[config.mk]
export PLATFORM = sky130hd
export DESIGN_NAME = arp_resolution_engine
export DESIGN_NICKNAME = d
export VERILOG_FILES = /design/src/arpre_pkg.sv /design/src/arpre_age_sat.sv /design/src/arp_resolution_engine.sv
export SDC_FILE = /design/constraint.sdc
export NUM_CORES = 2
export LEC_CHECK = 0
export BUFFER_PORTS_ARGS = -buffer_cell sky130_fd_sc_hd__buf_2
export CAP_MARGIN = 20
export CELL_PAD_IN_SITES_DETAIL_PLACEMENT = 1
export CELL_PAD_IN_SITES_GLOBAL_PLACEMENT = 1
export CORE_MARGIN = 2
export CORE_UTILIZATION = 55
export DETAILED_ROUTE_END_ITERATION = 8
export PLACE_DENSITY_LB_ADDON = 0.1
export SLEW_MARGIN = 20
export SYNTH_ARGS = -nofsm -noshare
export SYNTH_HDL_FRONTEND = slang
export SYNTH_SLANG_ARGS = --single-unit
export TNS_END_PERCENT = 100
[constraint.sdc]
create_clock -name clk_i -period 9.7 [get_ports clk_i]
set_input_delay 1.455 -clock clk_i [delete_from_list [all_inputs] [get_ports clk_i]]
set_output_delay 1.455 -clock clk_i [all_outputs]
set_load 0.01 [all_outputs]
[src/arpre_pkg.sv]
`timescale 1ns / 1ps
`default_nettype none
package arpre_pkg;

  // Default sizing
  localparam int unsigned CACHE_ENTRIES_DEF   = 16;
  localparam int unsigned PENDING_ENTRIES_DEF = 8;
  localparam int unsigned QUEUE_DEPTH_DEF     = 16;

  localparam int unsigned AGE_W   = 20;
  localparam int unsigned DELTA_W = 16;

  localparam logic [AGE_W-1:0] CACHE_LIFE_RST = 20'd30000;
  localparam logic [AGE_W-1:0] PEND_LIFE_RST  = 20'd5000;

  localparam logic [47:0] BCAST_MAC     = 48'hFFFF_FFFF_FFFF;
  localparam logic [15:0] ETH_TYPE_IPV4 = 16'h0800;

  // Request types
  localparam logic [1:0] REQ_SEND  = 2'd0;
  localparam logic [1:0] REQ_FRAME = 2'd1;
  localparam logic [1:0] REQ_TICK  = 2'd2;
  localparam logic [1:0] REQ_NONE  = 2'd3;

  // Result kinds
  localparam logic [1:0] KIND_IPV4      = 2'd0;
  localparam logic [1:0] KIND_ARP_REQ   = 2'd1;
  localparam logic [1:0] KIND_ARP_REPLY = 2'd2;
  localparam logic [1:0] KIND_DELIVER   = 2'd3;

  // Configuration register indexes
  localparam logic [1:0] CFG_OWN_MAC   = 2'd0;
  localparam logic [1:0] CFG_OWN_IP    = 2'd1;
  localparam logic [1:0] CFG_CACHE_LIFE = 2'd2;
  localparam logic [1:0] CFG_PEND_LIFE = 2'd3;

  typedef struct packed {
    logic [1:0]  req_type;
    logic [31:0] next_hop_ip;
    logic [15:0] dgram_handle;
    logic [47:0] frame_dst_mac;
    logic [15:0] ether_type;
    logic        payload_ok;
    logic [31:0] arp_sender_ip;
    logic [47:0] arp_sender_mac;
    logic [31:0] arp_target_ip_in;
    logic [15:0] elapsed_ms;
  } req_t;

  typedef struct packed {
    logic [1:0]  out_kind;
    logic [47:0] out_dst_mac;
    logic [31:0] out_target_ip;
    logic [47:0] out_target_mac;
    logic [15:0] out_handle;
    logic        last;
  } res_t;

  typedef struct packed {
    logic [31:0]      ip;
    logic [47:0]      mac;
    logic [AGE_W-1:0] age;
  } cache_ent_t;

  typedef struct packed {
    logic [31:0]      ip;
    logic [AGE_W-1:0] age;
  } pend_ent_t;

endpackage
`default_nettype wire

[src/arpre_age_sat.sv]
`timescale 1ns / 1ps
`default_nettype none
module arpre_age_sat (
  input  wire logic [arpre_pkg::AGE_W-1:0]   age_i,
  input  wire logic [arpre_pkg::DELTA_W-1:0] delta_i,
  input  wire logic [arpre_pkg::AGE_W-1:0]   life_i,
  output logic      [arpre_pkg::AGE_W-1:0]   age_o,
  output logic                               expire_o
);
  import arpre_pkg::*;

  logic [AGE_W:0] sum;

  // Add with saturation, then compare against the lifetime
  assign sum      = {1'b0, age_i} + {{(AGE_W + 1 - DELTA_W){1'b0}}, delta_i};
  assign age_o    = sum[AGE_W] ? {AGE_W{1'b1}} : sum[AGE_W-1:0];
  assign expire_o = (age_o >= life_i);

endmodule
`default_nettype wire

[src/arp_resolution_engine.sv]
`timescale 1ns / 1ps
`default_nettype none
// Channel   Ports                                  Transfer
// request   start, busy, req_i                     start high and busy low
// result    res_valid_o, res_o                     one-cycle strobe, no stall
// config    cfg_we_i, cfg_addr_i, cfg_wdata_i      write when cfg_we_i high
//
// Send: the cache is swept, and on a miss the pending table too; each table
// is swept one entry a cycle through its registered-read memory. Frame with
// learning: both tables are swept and the sender mapping is learned; waiting
// handles are released in queue order, then a reply follows if due. Tick:
// both tables are aged. Delivered datagrams and ignored items need no sweep.
// Reset clears valid bits and queue counts at once; no clearing pass.
// Results leave on a strobe and cannot be held off by the receiver.
module arp_resolution_engine #(
  parameter int unsigned CACHE_ENTRIES   = arpre_pkg::CACHE_ENTRIES_DEF,
  parameter int unsigned PENDING_ENTRIES = arpre_pkg::PENDING_ENTRIES_DEF,
  parameter int unsigned QUEUE_DEPTH     = arpre_pkg::QUEUE_DEPTH_DEF
) (
  input  wire logic              clk_i,
  input  wire logic              rst_ni,
  input  wire logic              start,
  output logic                   busy,
  input  wire arpre_pkg::req_t   req_i,
  output logic                   res_valid_o,
  output arpre_pkg::res_t        res_o,
  input  wire logic              cfg_we_i,
  input  wire logic [1:0]        cfg_addr_i,
  input  wire logic [47:0]       cfg_wdata_i
);
  import arpre_pkg::*;

  localparam int unsigned CIW = (CACHE_ENTRIES > 1) ? $clog2(CACHE_ENTRIES) : 1;
  localparam int unsigned PIW = (PENDING_ENTRIES > 1) ? $clog2(PENDING_ENTRIES) : 1;
  localparam int unsigned MAXE = (CACHE_ENTRIES > PENDING_ENTRIES) ?
                                 CACHE_ENTRIES : PENDING_ENTRIES;
  localparam int unsigned SCW = $clog2(MAXE + 1);
  localparam int unsigned HDEPTH = PENDING_ENTRIES * QUEUE_DEPTH;
  localparam int unsigned HAW = (HDEPTH > 1) ? $clog2(HDEPTH) : 1;
  localparam int unsigned QCW = $clog2(QUEUE_DEPTH + 1);

  typedef enum logic [1:0] {OP_SEND, OP_FRAME, OP_TICK} op_e;

  typedef enum logic [6:0] {
    S_IDLE  = 7'b0000001,
    S_CSCAN = 7'b0000010,
    S_CDEC  = 7'b0000100,
    S_PSCAN = 7'b0001000,
    S_PDEC  = 7'b0010000,
    S_REL   = 7'b0100000,
    S_REPLY = 7'b1000000
  } state_e;

  // Control state
  state_e           state_q, state_d;
  logic [CACHE_ENTRIES-1:0]   cvalid_q, cvalid_d;
  logic [PENDING_ENTRIES-1:0] pvalid_q, pvalid_d;
  logic [QCW-1:0]   pcount_q [PENDING_ENTRIES];
  logic [QCW-1:0]   pcount_d [PENDING_ENTRIES];
  logic [SCW-1:0]   cnt_q, cnt_d;
  logic             pv_q, pv_d;
  logic             hit_q, hit_d;
  logic             maxv_q, maxv_d;
  logic             pfound_q, pfound_d;
  logic             rv_q, rv_d;
  logic [QCW-1:0]   rk_q, rk_d;
  logic             reply_q, reply_d;
  logic             res_valid_q, res_valid_d;
  op_e              op_q, op_d;

  // Configuration
  logic [47:0]      own_mac_q;
  logic [31:0]      own_ip_q;
  logic [AGE_W-1:0] cache_life_q;
  logic [AGE_W-1:0] pend_life_q;

  // Payload registers
  logic [31:0]      ip_q, ip_d;
  logic [15:0]      handle_q, handle_d;
  logic [47:0]      smac_q, smac_d;
  logic [DELTA_W-1:0] elapsed_q, elapsed_d;
  logic [SCW-1:0]   pidx_q, pidx_d;
  logic [CIW-1:0]   hit_idx_q, hit_idx_d;
  logic [47:0]      hit_mac_q, hit_mac_d;
  logic [AGE_W-1:0] max_age_q, max_age_d;
  logic [CIW-1:0]   max_idx_q, max_idx_d;
  logic [PIW-1:0]   pf_idx_q, pf_idx_d;
  logic [QCW-1:0]   rel_cnt_q, rel_cnt_d;
  logic [QCW-1:0]   ridx_q, ridx_d;
  res_t             res_q, res_d;

  // Memories
  cache_ent_t       cache_mem [CACHE_ENTRIES];
  pend_ent_t        pend_mem  [PENDING_ENTRIES];
  logic [15:0]      hnd_mem   [HDEPTH];
  cache_ent_t       cache_rd_q;
  pend_ent_t        pend_rd_q;
  logic [15:0]      hnd_rd_q;

  logic             cache_we;
  logic [CIW-1:0]   cache_waddr;
  cache_ent_t       cache_wdata;
  logic             pend_we;
  logic [PIW-1:0]   pend_waddr;
  pend_ent_t        pend_wdata;
  logic             hnd_we;
  logic [HAW-1:0]   hnd_waddr;
  logic [15:0]      hnd_wdata;
  logic [HAW-1:0]   hnd_raddr;

  logic [AGE_W-1:0] c_age_new, p_age_new;
  logic             c_expire, p_expire;

  logic             cfree_have, pfree_have;
  logic [CIW-1:0]   cfree_idx;
  logic [PIW-1:0]   pfree_idx;

  assign busy        = (state_q != S_IDLE);
  assign res_valid_o = res_valid_q;
  assign res_o       = res_q;

  arpre_age_sat u_cache_age (
    .age_i    (cache_rd_q.age),
    .delta_i  (elapsed_q),
    .life_i   (cache_life_q),
    .age_o    (c_age_new),
    .expire_o (c_expire)
  );

  arpre_age_sat u_pend_age (
    .age_i    (pend_rd_q.age),
    .delta_i  (elapsed_q),
    .life_i   (pend_life_q),
    .age_o    (p_age_new),
    .expire_o (p_expire)
  );

  // Find the lowest free slot in each table
  always_comb begin
    cfree_have = 1'b0;
    cfree_idx  = '0;
    for (int i = CACHE_ENTRIES - 1; i >= 0; i--) begin
      if (!cvalid_q[i]) begin
        cfree_have = 1'b1;
        cfree_idx  = CIW'(i);
      end
    end
    pfree_have = 1'b0;
    pfree_idx  = '0;
    for (int i = PENDING_ENTRIES - 1; i >= 0; i--) begin
      if (!pvalid_q[i]) begin
        pfree_have = 1'b1;
        pfree_idx  = PIW'(i);
      end
    end
  end

  assign hnd_raddr = HAW'(int'(pf_idx_q) * QUEUE_DEPTH + int'(rk_q));

  // Sequencer
  always_comb begin
    logic [CIW-1:0] cidx;
    logic [PIW-1:0] pidx;
    logic           deliver;
    logic           to_own;
    logic           to_bcast;
    logic [CIW-1:0] slot;
    logic [QCW-1:0] qn;

    state_d     = state_q;
    cvalid_d    = cvalid_q;
    pvalid_d    = pvalid_q;
    pcount_d    = pcount_q;
    cnt_d       = cnt_q;
    pv_d        = 1'b0;
    hit_d       = hit_q;
    maxv_d      = maxv_q;
    pfound_d    = pfound_q;
    rv_d        = 1'b0;
    rk_d        = rk_q;
    reply_d     = reply_q;
    res_valid_d = 1'b0;
    op_d        = op_q;
    ip_d        = ip_q;
    handle_d    = handle_q;
    smac_d      = smac_q;
    elapsed_d   = elapsed_q;
    pidx_d      = pidx_q;
    hit_idx_d   = hit_idx_q;
    hit_mac_d   = hit_mac_q;
    max_age_d   = max_age_q;
    max_idx_d   = max_idx_q;
    pf_idx_d    = pf_idx_q;
    rel_cnt_d   = rel_cnt_q;
    ridx_d      = rk_q;
    res_d       = '0;
    cache_we    = 1'b0;
    cache_waddr = '0;
    cache_wdata = '0;
    pend_we     = 1'b0;
    pend_waddr  = '0;
    pend_wdata  = '0;
    hnd_we      = 1'b0;
    hnd_waddr   = '0;
    hnd_wdata   = '0;
    cidx        = pidx_q[CIW-1:0];
    pidx        = pidx_q[PIW-1:0];
    deliver     = (req_i.frame_dst_mac == own_mac_q) &&
                  (req_i.ether_type == ETH_TYPE_IPV4);
    to_own      = (req_i.frame_dst_mac == own_mac_q);
    to_bcast    = (req_i.frame_dst_mac == BCAST_MAC);
    slot        = hit_q ? hit_idx_q : (cfree_have ? cfree_idx : max_idx_q);
    qn          = pcount_q[pf_idx_q];

    case (state_q)
      S_IDLE: begin
        if (start) begin
          hit_d    = 1'b0;
          maxv_d   = 1'b0;
          pfound_d = 1'b0;
          cnt_d    = '0;
          handle_d = req_i.dgram_handle;
          case (req_i.req_type)
            REQ_SEND: begin
              op_d    = OP_SEND;
              ip_d    = req_i.next_hop_ip;
              state_d = S_CSCAN;
            end
            REQ_FRAME: begin
              if (deliver) begin
                if (req_i.payload_ok) begin
                  res_valid_d      = 1'b1;
                  res_d.out_kind   = KIND_DELIVER;
                  res_d.out_handle = req_i.dgram_handle;
                  res_d.last       = 1'b1;
                end
              end else if (req_i.payload_ok && (to_own || to_bcast)) begin
                op_d    = OP_FRAME;
                ip_d    = req_i.arp_sender_ip;
                smac_d  = req_i.arp_sender_mac;
                reply_d = to_bcast && (req_i.arp_target_ip_in == own_ip_q);
                state_d = S_CSCAN;
              end
            end
            REQ_TICK: begin
              op_d      = OP_TICK;
              elapsed_d = req_i.elapsed_ms;
              state_d   = S_CSCAN;
            end
            default: ;
          endcase
        end
      end

      // Sweep the cache: match, oldest entry, or aging
      S_CSCAN: begin
        if (cnt_q < SCW'(CACHE_ENTRIES)) begin
          cnt_d  = cnt_q + SCW'(1);
          pv_d   = 1'b1;
          pidx_d = cnt_q;
        end
        if (pv_q && cvalid_q[cidx]) begin
          if (op_q == OP_TICK) begin
            cache_we    = 1'b1;
            cache_waddr = cidx;
            cache_wdata = '{ip: cache_rd_q.ip, mac: cache_rd_q.mac, age: c_age_new};
            if (c_expire) cvalid_d[cidx] = 1'b0;
          end else begin
            if (!hit_q && cache_rd_q.ip == ip_q) begin
              hit_d     = 1'b1;
              hit_idx_d = cidx;
              hit_mac_d = cache_rd_q.mac;
            end
            if (!maxv_q || cache_rd_q.age > max_age_q) begin
              maxv_d    = 1'b1;
              max_age_d = cache_rd_q.age;
              max_idx_d = cidx;
            end
          end
        end
        if (pv_q && pidx_q == SCW'(CACHE_ENTRIES - 1)) begin
          cnt_d   = '0;
          pv_d    = 1'b0;
          state_d = (op_q == OP_TICK) ? S_PSCAN : S_CDEC;
        end
      end

      S_CDEC: begin
        if (op_q == OP_SEND) begin
          if (hit_q) begin
            res_valid_d       = 1'b1;
            res_d.out_kind    = KIND_IPV4;
            res_d.out_dst_mac = hit_mac_q;
            res_d.out_handle  = handle_q;
            res_d.last        = 1'b1;
            state_d           = S_IDLE;
          end else begin
            state_d = S_PSCAN;
          end
        end else begin
          // Learn the sender mapping
          cache_we       = 1'b1;
          cache_waddr    = slot;
          cache_wdata    = '{ip: ip_q, mac: smac_q, age: '0};
          cvalid_d[slot] = 1'b1;
          state_d        = S_PSCAN;
        end
      end

      // Sweep the pending table: match or aging
      S_PSCAN: begin
        if (cnt_q < SCW'(PENDING_ENTRIES)) begin
          cnt_d  = cnt_q + SCW'(1);
          pv_d   = 1'b1;
          pidx_d = cnt_q;
        end
        if (pv_q && pvalid_q[pidx]) begin
          if (op_q == OP_TICK) begin
            pend_we    = 1'b1;
            pend_waddr = pidx;
            pend_wdata = '{ip: pend_rd_q.ip, age: p_age_new};
            if (p_expire) begin
              pvalid_d[pidx] = 1'b0;
              pcount_d[pidx] = '0;
            end
          end else if (!pfound_q && pend_rd_q.ip == ip_q) begin
            pfound_d = 1'b1;
            pf_idx_d = pidx;
          end
        end
        if (pv_q && pidx_q == SCW'(PENDING_ENTRIES - 1)) begin
          cnt_d   = '0;
          pv_d    = 1'b0;
          state_d = (op_q == OP_TICK) ? S_IDLE : S_PDEC;
        end
      end

      S_PDEC: begin
        if (op_q == OP_SEND) begin
          state_d = S_IDLE;
          if (pfound_q) begin
            if (qn < QCW'(QUEUE_DEPTH)) begin
              hnd_we             = 1'b1;
              hnd_waddr          = HAW'(int'(pf_idx_q) * QUEUE_DEPTH + int'(qn));
              hnd_wdata          = handle_q;
              pcount_d[pf_idx_q] = qn + QCW'(1);
            end
          end else begin
            res_valid_d          = 1'b1;
            res_d.out_kind       = KIND_ARP_REQ;
            res_d.out_dst_mac    = BCAST_MAC;
            res_d.out_target_ip  = ip_q;
            res_d.last           = 1'b1;
            if (pfree_have) begin
              pvalid_d[pfree_idx] = 1'b1;
              pend_we             = 1'b1;
              pend_waddr          = pfree_idx;
              pend_wdata          = '{ip: ip_q, age: '0};
              hnd_we              = 1'b1;
              hnd_waddr           = HAW'(int'(pfree_idx) * QUEUE_DEPTH);
              hnd_wdata           = handle_q;
              pcount_d[pfree_idx] = QCW'(1);
            end
          end
        end else begin
          if (pfound_q) begin
            // Release the queue and free the entry
            rel_cnt_d          = qn;
            rk_d               = '0;
            pvalid_d[pf_idx_q] = 1'b0;
            pcount_d[pf_idx_q] = '0;
            if (qn != '0) state_d = S_REL;
            else state_d = reply_q ? S_REPLY : S_IDLE;
          end else begin
            state_d = reply_q ? S_REPLY : S_IDLE;
          end
        end
      end

      // Read handles in queue order and emit one per cycle
      S_REL: begin
        if (rk_q < rel_cnt_q) begin
          rk_d = rk_q + QCW'(1);
          rv_d = 1'b1;
        end
        if (rv_q) begin
          res_valid_d       = 1'b1;
          res_d.out_kind    = KIND_IPV4;
          res_d.out_dst_mac = smac_q;
          res_d.out_handle  = hnd_rd_q;
          if (ridx_q == rel_cnt_q - QCW'(1)) begin
            res_d.last = !reply_q;
            rv_d       = 1'b0;
            state_d    = reply_q ? S_REPLY : S_IDLE;
          end
        end
      end

      S_REPLY: begin
        res_valid_d          = 1'b1;
        res_d.out_kind       = KIND_ARP_REPLY;
        res_d.out_dst_mac    = smac_q;
        res_d.out_target_ip  = ip_q;
        res_d.out_target_mac = smac_q;
        res_d.last           = 1'b1;
        state_d              = S_IDLE;
      end

      default: state_d = S_IDLE;
    endcase
  end

  // Control registers
  always_ff @(posedge clk_i or negedge rst_ni) begin
    if (!rst_ni) begin
      state_q     <= S_IDLE;
      cvalid_q    <= '0;
      pvalid_q    <= '0;
      pcount_q    <= '{default: '0};
      cnt_q       <= '0;
      pv_q        <= 1'b0;
      hit_q       <= 1'b0;
      maxv_q      <= 1'b0;
      pfound_q    <= 1'b0;
      rv_q        <= 1'b0;
      rk_q        <= '0;
      reply_q     <= 1'b0;
      res_valid_q <= 1'b0;
      op_q        <= OP_SEND;
    end else begin
      state_q     <= state_d;
      cvalid_q    <= cvalid_d;
      pvalid_q    <= pvalid_d;
      pcount_q    <= pcount_d;
      cnt_q       <= cnt_d;
      pv_q        <= pv_d;
      hit_q       <= hit_d;
      maxv_q      <= maxv_d;
      pfound_q    <= pfound_d;
      rv_q        <= rv_d;
      rk_q        <= rk_d;
      reply_q     <= reply_d;
      res_valid_q <= res_valid_d;
      op_q        <= op_d;
    end
  end

  // Configuration registers
  always_ff @(posedge clk_i or negedge rst_ni) begin
    if (!rst_ni) begin
      own_mac_q    <= '0;
      own_ip_q     <= '0;
      cache_life_q <= CACHE_LIFE_RST;
      pend_life_q  <= PEND_LIFE_RST;
    end else if (cfg_we_i) begin
      case (cfg_addr_i)
        CFG_OWN_MAC:    own_mac_q    <= cfg_wdata_i;
        CFG_OWN_IP:     own_ip_q     <= cfg_wdata_i[31:0];
        CFG_CACHE_LIFE: cache_life_q <= cfg_wdata_i[AGE_W-1:0];
        CFG_PEND_LIFE:  pend_life_q  <= cfg_wdata_i[AGE_W-1:0];
        default: ;
      endcase
    end
  end

  // Payload registers
  always_ff @(posedge clk_i) begin
    ip_q      <= ip_d;
    handle_q  <= handle_d;
    smac_q    <= smac_d;
    elapsed_q <= elapsed_d;
    pidx_q    <= pidx_d;
    hit_idx_q <= hit_idx_d;
    hit_mac_q <= hit_mac_d;
    max_age_q <= max_age_d;
    max_idx_q <= max_idx_d;
    pf_idx_q  <= pf_idx_d;
    rel_cnt_q <= rel_cnt_d;
    ridx_q    <= ridx_d;
    res_q     <= res_d;
  end

  // Cache memory
  always_ff @(posedge clk_i) begin
    if (cache_we) cache_mem[cache_waddr] <= cache_wdata;
    cache_rd_q <= cache_mem[cnt_q[CIW-1:0]];
  end

  // Pending table memory
  always_ff @(posedge clk_i) begin
    if (pend_we) pend_mem[pend_waddr] <= pend_wdata;
    pend_rd_q <= pend_mem[cnt_q[PIW-1:0]];
  end

  // Handle queue memory
  always_ff @(posedge clk_i) begin
    if (hnd_we) hnd_mem[hnd_waddr] <= hnd_wdata;
    hnd_rd_q <= hnd_mem[hnd_raddr];
  end

endmodule
`default_nettype wire

==> run summary <==
WORST SETUP PATH
--------------------------------------------------------------------------------------------------
Critical path depth in cells ........................................................            9
Required time of the critical path ..................................................     10.30 ns
Crit end category ...................................................................     register
Critical setup path kind ............................................................ register to register
Nature of the critical path startpoint ..............................................     register
Master of the slowest instance on the critical path ................................. sky130_fd_sc_hd__buf_4
Largest stage delay on the critical path ............................................      0.87 ns
Total buffers and inverters traversed by the critical path ..........................            3
Category of cells accounting for the largest share of critical-path delay ........... buffers and inverters
Largest fanout on the critical path .................................................           53
Worst path arrival time .............................................................      6.50 ns
Number of cell instances on the worst register-to-register path .....................            9
Cell chain of the critical path ..................................................... clkinv_1 -> mux4_2 -> nand2_1 -> nor3_4 -> buf_4 -> nand2_1 -> a22o_1 -> nor2_4 -> buf_4

TIMING
--------------------------------------------------------------------------------------------------
Transition time of the tightest slew-check pin ......................................     1.135 ns
Share of the clock period used by the worst path ....................................       0.6075
Slack of the critical path ..........................................................     3.808 ns
Final Setup Violations ..............................................................            0
Final slew viol count ...............................................................            0
Worst Skew ..........................................................................   0.05437 ns
Fmax achieved .......................................................................    169.7 MHz
Total Negative Setup Slacks .........................................................         0 ns
Hold Fails Final Rpt ................................................................            0
Final critical delay including setup and external delays ............................     5.892 ns
Max-slew headroom at the worst pin ..................................................       0.2430
RSZ-0062 raised after global routing ................................................        false

FINAL LAYOUT
--------------------------------------------------------------------------------------------------
Count of placed standard cells in the final layout, fillers left out ................        14390
Layout overhead on the synthesized area .............................................       13.30%
Post-layout nets ....................................................................         9841
Filler instances ....................................................................        27310
Share of cells above drive strength 1 ...............................................       0.3096

GLOBAL ROUTING
--------------------------------------------------------------------------------------------------
Largest net degree at the start of global routing ...................................          143
Antenna violations before repair ....................................................           35
First-pass GRT wire length ..........................................................    709500 µm
Total gr overflow ...................................................................            0
GR Util All Layers ..................................................................       0.2885
Vias in the first global route ......................................................        97330

LOGIC SYNTHESIS
--------------------------------------------------------------------------------------------------
EDFF count, synth ...................................................................         4265
Avg Cell Area, Syn ..................................................................    21.47 µm²
Post-synth top flop ................................................................. sky130_fd_sc_hd__edfxtp_1
Mapped Area .........................................................................   185300 µm²
Share of flip-flops with an asynchronous set or reset after synthesis ...............      0.04380
Flip-flop and latch count after synthesis ...........................................         4795
Yosys cell types ....................................................................           91
Number of instances in the synthesized netlist ......................................         8633
Warning count from the yosys run ....................................................            0
Mapped Nets .........................................................................         9036
Sequential share of the synthesized area ............................................       0.7540

RUN
--------------------------------------------------------------------------------------------------
Max_cap viols .......................................................................            0

DRT
--------------------------------------------------------------------------------------------------
Final WL ............................................................................    489100 µm
Detail Route Antenna Nets ...........................................................            0
Violation count after the first detailed-routing iteration ..........................        10800
DRC violation count after routing ...................................................            0
Via density per instance ............................................................        6.478
Count of TritonRoute iterations in the first routing pass ...........................            9
Routed len/inst .....................................................................     34.00 µm
Total via count in the routed design ................................................        93190

POWER AND IR DROP
--------------------------------------------------------------------------------------------------
Design Power ........................................................................     44.79 mW
IR drop worst, VDD ..................................................................    0.1700 mV
Leak pwr ............................................................................     70.92 nW
Switching pwr .......................................................................     10.12 mW
Int Pwr .............................................................................     34.67 mW
Combinational share of power ........................................................        0.080
Switching power as a share of total power ...........................................       0.2259
Sequential share of power ...........................................................        0.511
Clock power frac ....................................................................        0.409
Total power per unit cell area ...................................................... 213.3 nW/µm²

FLOORPLANNING
--------------------------------------------------------------------------------------------------
Die area ............................................................................   341600 µm²
Std-Cell Core Area ..................................................................   336100 µm²
Num rows ............................................................................          213
Starting density of the core ........................................................       0.5515
Height of the die ...................................................................     584.5 µm
X dimension of the die ..............................................................     584.5 µm
Top-level I/O count .................................................................          446

CTS
--------------------------------------------------------------------------------------------------
CTS tree ............................................................................        built
CTS root buffer ..................................................................... sky130_fd_sc_hd__clkbuf_16
# hold bufs at CTS ..................................................................            0
Sink Count ..........................................................................         4795
Largest buffer count on any clock path ..............................................            4
Clk Latency, worst-skew pair ........................................................      1.01 ns
Total CTS buffers ...................................................................          479
Number of gates resized after cts ...................................................            0
H-tree levels .......................................................................            5
Clock transition time at the flip-flop clock pins of the worst setup and hold paths .      0.06 ns
Postcts setup bufs ..................................................................            0

PLACEMENT
--------------------------------------------------------------------------------------------------
Final Wtd Congestion ................................................................       0.8685
Sum of net half-perimeters after detailed placement .................................    283500 µm
Number of port buffers ..............................................................          445
Setup WS pre-CTS ....................................................................     3.883 ns
Placed Cells incl. Taps .............................................................        13470

WORST HOLD PATH
--------------------------------------------------------------------------------------------------
Type of the worst min-delay path .................................................... primary input to asynchronous set/reset pin

STATUS
--------------------------------------------------------------------------------------------------
Run status .......................................................................... complete, no violations

## registers in the layout, indices dropped and copies added (netlist names), 20 cells and up
signal        count
cache_life_q     20
pend_rd_q        52
pend_life_q      20
pend_mem        416
hit_mac_q        48
cache_mem      1600
own_mac_q        48
smac_q           48
max_age_q        20
res_o           147
cache_rd_q      100
ip_q             32
hnd_mem        2048
own_ip_q         32
pcount_q         40
## placed cells by master (no fill, tap or decap), types with 57 or more instances in the layout
cell type                   Yosys  final
sky130_fd_sc_hd__mux4_2      1273   1273
sky130_fd_sc_hd__clkinv_2       0     94
sky130_fd_sc_hd__inv_1        138    138
sky130_fd_sc_hd__buf_2         81    444
sky130_fd_sc_hd__a21oi_1       89     87
sky130_fd_sc_hd__edfxtp_1    4265   4265
sky130_fd_sc_hd__xnor2_1      100    100
sky130_fd_sc_hd__nor2_1       247    219
sky130_fd_sc_hd__buf_4          4    277
sky130_fd_sc_hd__dfxtp_1      320    320
sky130_fd_sc_hd__o21ai_0       60     60
sky130_fd_sc_hd__ha_1         104    104
sky130_fd_sc_hd__and2_1       120    104
sky130_fd_sc_hd__nand4_1       57     57
sky130_fd_sc_hd__clkinv_1       4    116
sky130_fd_sc_hd__nand2_1      161    161
sky130_fd_sc_hd__clkbuf_16      0    482
sky130_fd_sc_hd__mux2_2       218    218
sky130_fd_sc_hd__dfrtp_1      197    190
sky130_fd_sc_hd__clkbuf_1     265    105
sky130_fd_sc_hd__a22o_1       115    115
sky130_fd_sc_hd__xor2_1        79     78
## per-stage QoR
stage,hold WS (ns),cell area (µm²),utilization
final,0.3750,210000,0.6248
after global routing,0.3924,210000,0.6247
after CTS,0.3338,209800,0.6244
after detailed placement,0.4215,194400,0.5784
after global placement,0.4188,194400,0.5784
after floorplan,0.3693,185300,-
## per-layer routing
| layer | up-vias | wire length (µm) | GRT usage |
|---|---|---|---|
| met5 | - | 77 | 0 |
| met4 | 12 | 10780 | 0.06485 |
| met3 | 666 | 41380 | 0.04964 |
| met2 | 4366 | 231400 | 0.4475 |
| met1 | 50470 | 205400 | 0.4348 |
| li1 | 37680 | - | - |
## Yosys cell counts (all sizes together) (79+ instances only)
library cell | number | share of area
ha | 104 | 0.0070
buf | 160 | 0.0040
a21oi | 90 | 0.0025
nand2 | 162 | 0.0033
xnor2 | 100 | 0.0047
xor2 | 79 | 0.0037
a22o | 115 | 0.0054
nor2 | 247 | 0.0050
clkbuf | 266 | 0.0054
mux2 | 218 | 0.013
and2 | 121 | 0.0041
dfrtp | 197 | 0.027
edfxtp | 4265 | 0.69
mux4 | 1273 | 0.15
dfxtp | 320 | 0.035
inv | 140 | 0.0028
## cells by family (layout without fill, tap and decap cells)
| family | Yosys count | count (layout) | share of synthesized area |
|---|---|---|---|
| flops | 4795 | 4795 | 0.7540 |
| mux | 1518 | 1518 | 0.1695 |
| simple gates | 838 | 838 | 0.02289 |
| compound gates | 627 | 627 | 0.02565 |
| buf+inv | 570 | 1790 | 0.01230 |
| xor+xnor | 179 | 179 | 0.008459 |
| fa+ha+maj | 106 | 106 | 0.007237 |
| other cells | 0 | 17 | 0 |
## layout make-up
| type | instances | area (µm²) | area share |
|---|---|---|---|
| repair buffers | 750 | 4865 | 0.02317 |
| flip-flops and latches | 4795 | 139800 | 0.6656 |
| multi-input cells | 3268 | 43670 | 0.2080 |
| inverters | 144 | 549.3 | 0.002616 |
| diodes | 17 | 42.54 | 0.0002026 |
| clock inverters | 292 | 2745 | 0.01307 |
| clock buffers | 604 | 12690 | 0.06043 |
| well taps | 4515 | 5649 | 0.02690 |
## worst reg2reg max path, cell delays in order (launching register included)
cell                       delay, ns
sky130_fd_sc_hd__edfxtp_1       0.83
sky130_fd_sc_hd__clkinv_1       0.49
sky130_fd_sc_hd__mux4_2         0.46
sky130_fd_sc_hd__nand2_1        0.11
sky130_fd_sc_hd__nor3_4         0.37
sky130_fd_sc_hd__buf_4          0.85
sky130_fd_sc_hd__nand2_1        0.22
sky130_fd_sc_hd__a22o_1         0.38
sky130_fd_sc_hd__nor2_4         0.85
sky130_fd_sc_hd__buf_4          0.87
## worst paths after layout
kind / start / end / slack [ns]
max: pidx_q[2]$_DFFE_PP_ / cache_mem[9][50]$_DFFE_PP_ / 3.81
min: rst_ni / own_mac_q[42]$_DFFE_PN0P_ / 0.37
max reg2reg: pidx_q[2]$_DFFE_PP_ / cache_mem[9][50]$_DFFE_PP_ / 3.81
min reg2reg: cache_rd_q[23]$_DFF_P_ / hit_mac_q[3]$_DFFE_PP_ / 0.43
max in group asynchronous: rst_ni / cache_life_q[9]$_DFFE_PN0P_ / 8.16
min in group clk_i: cache_rd_q[23]$_DFF_P_ / hit_mac_q[3]$_DFFE_PP_ / 0.43
## power by group through the flow
stage                     Combinational [mW]  Sequential (mW)  Clock (mW)
after global routing                    3.91             22.9        19.3
after detailed placement                3.60             23.3           0
final                                   3.60             22.9        18.3
after global placement                  3.54             23.3           0
after floorplan                         2.61             23.1           0
after CTS                               3.62             22.9        18.6
(Power assumes the default switching activity.)
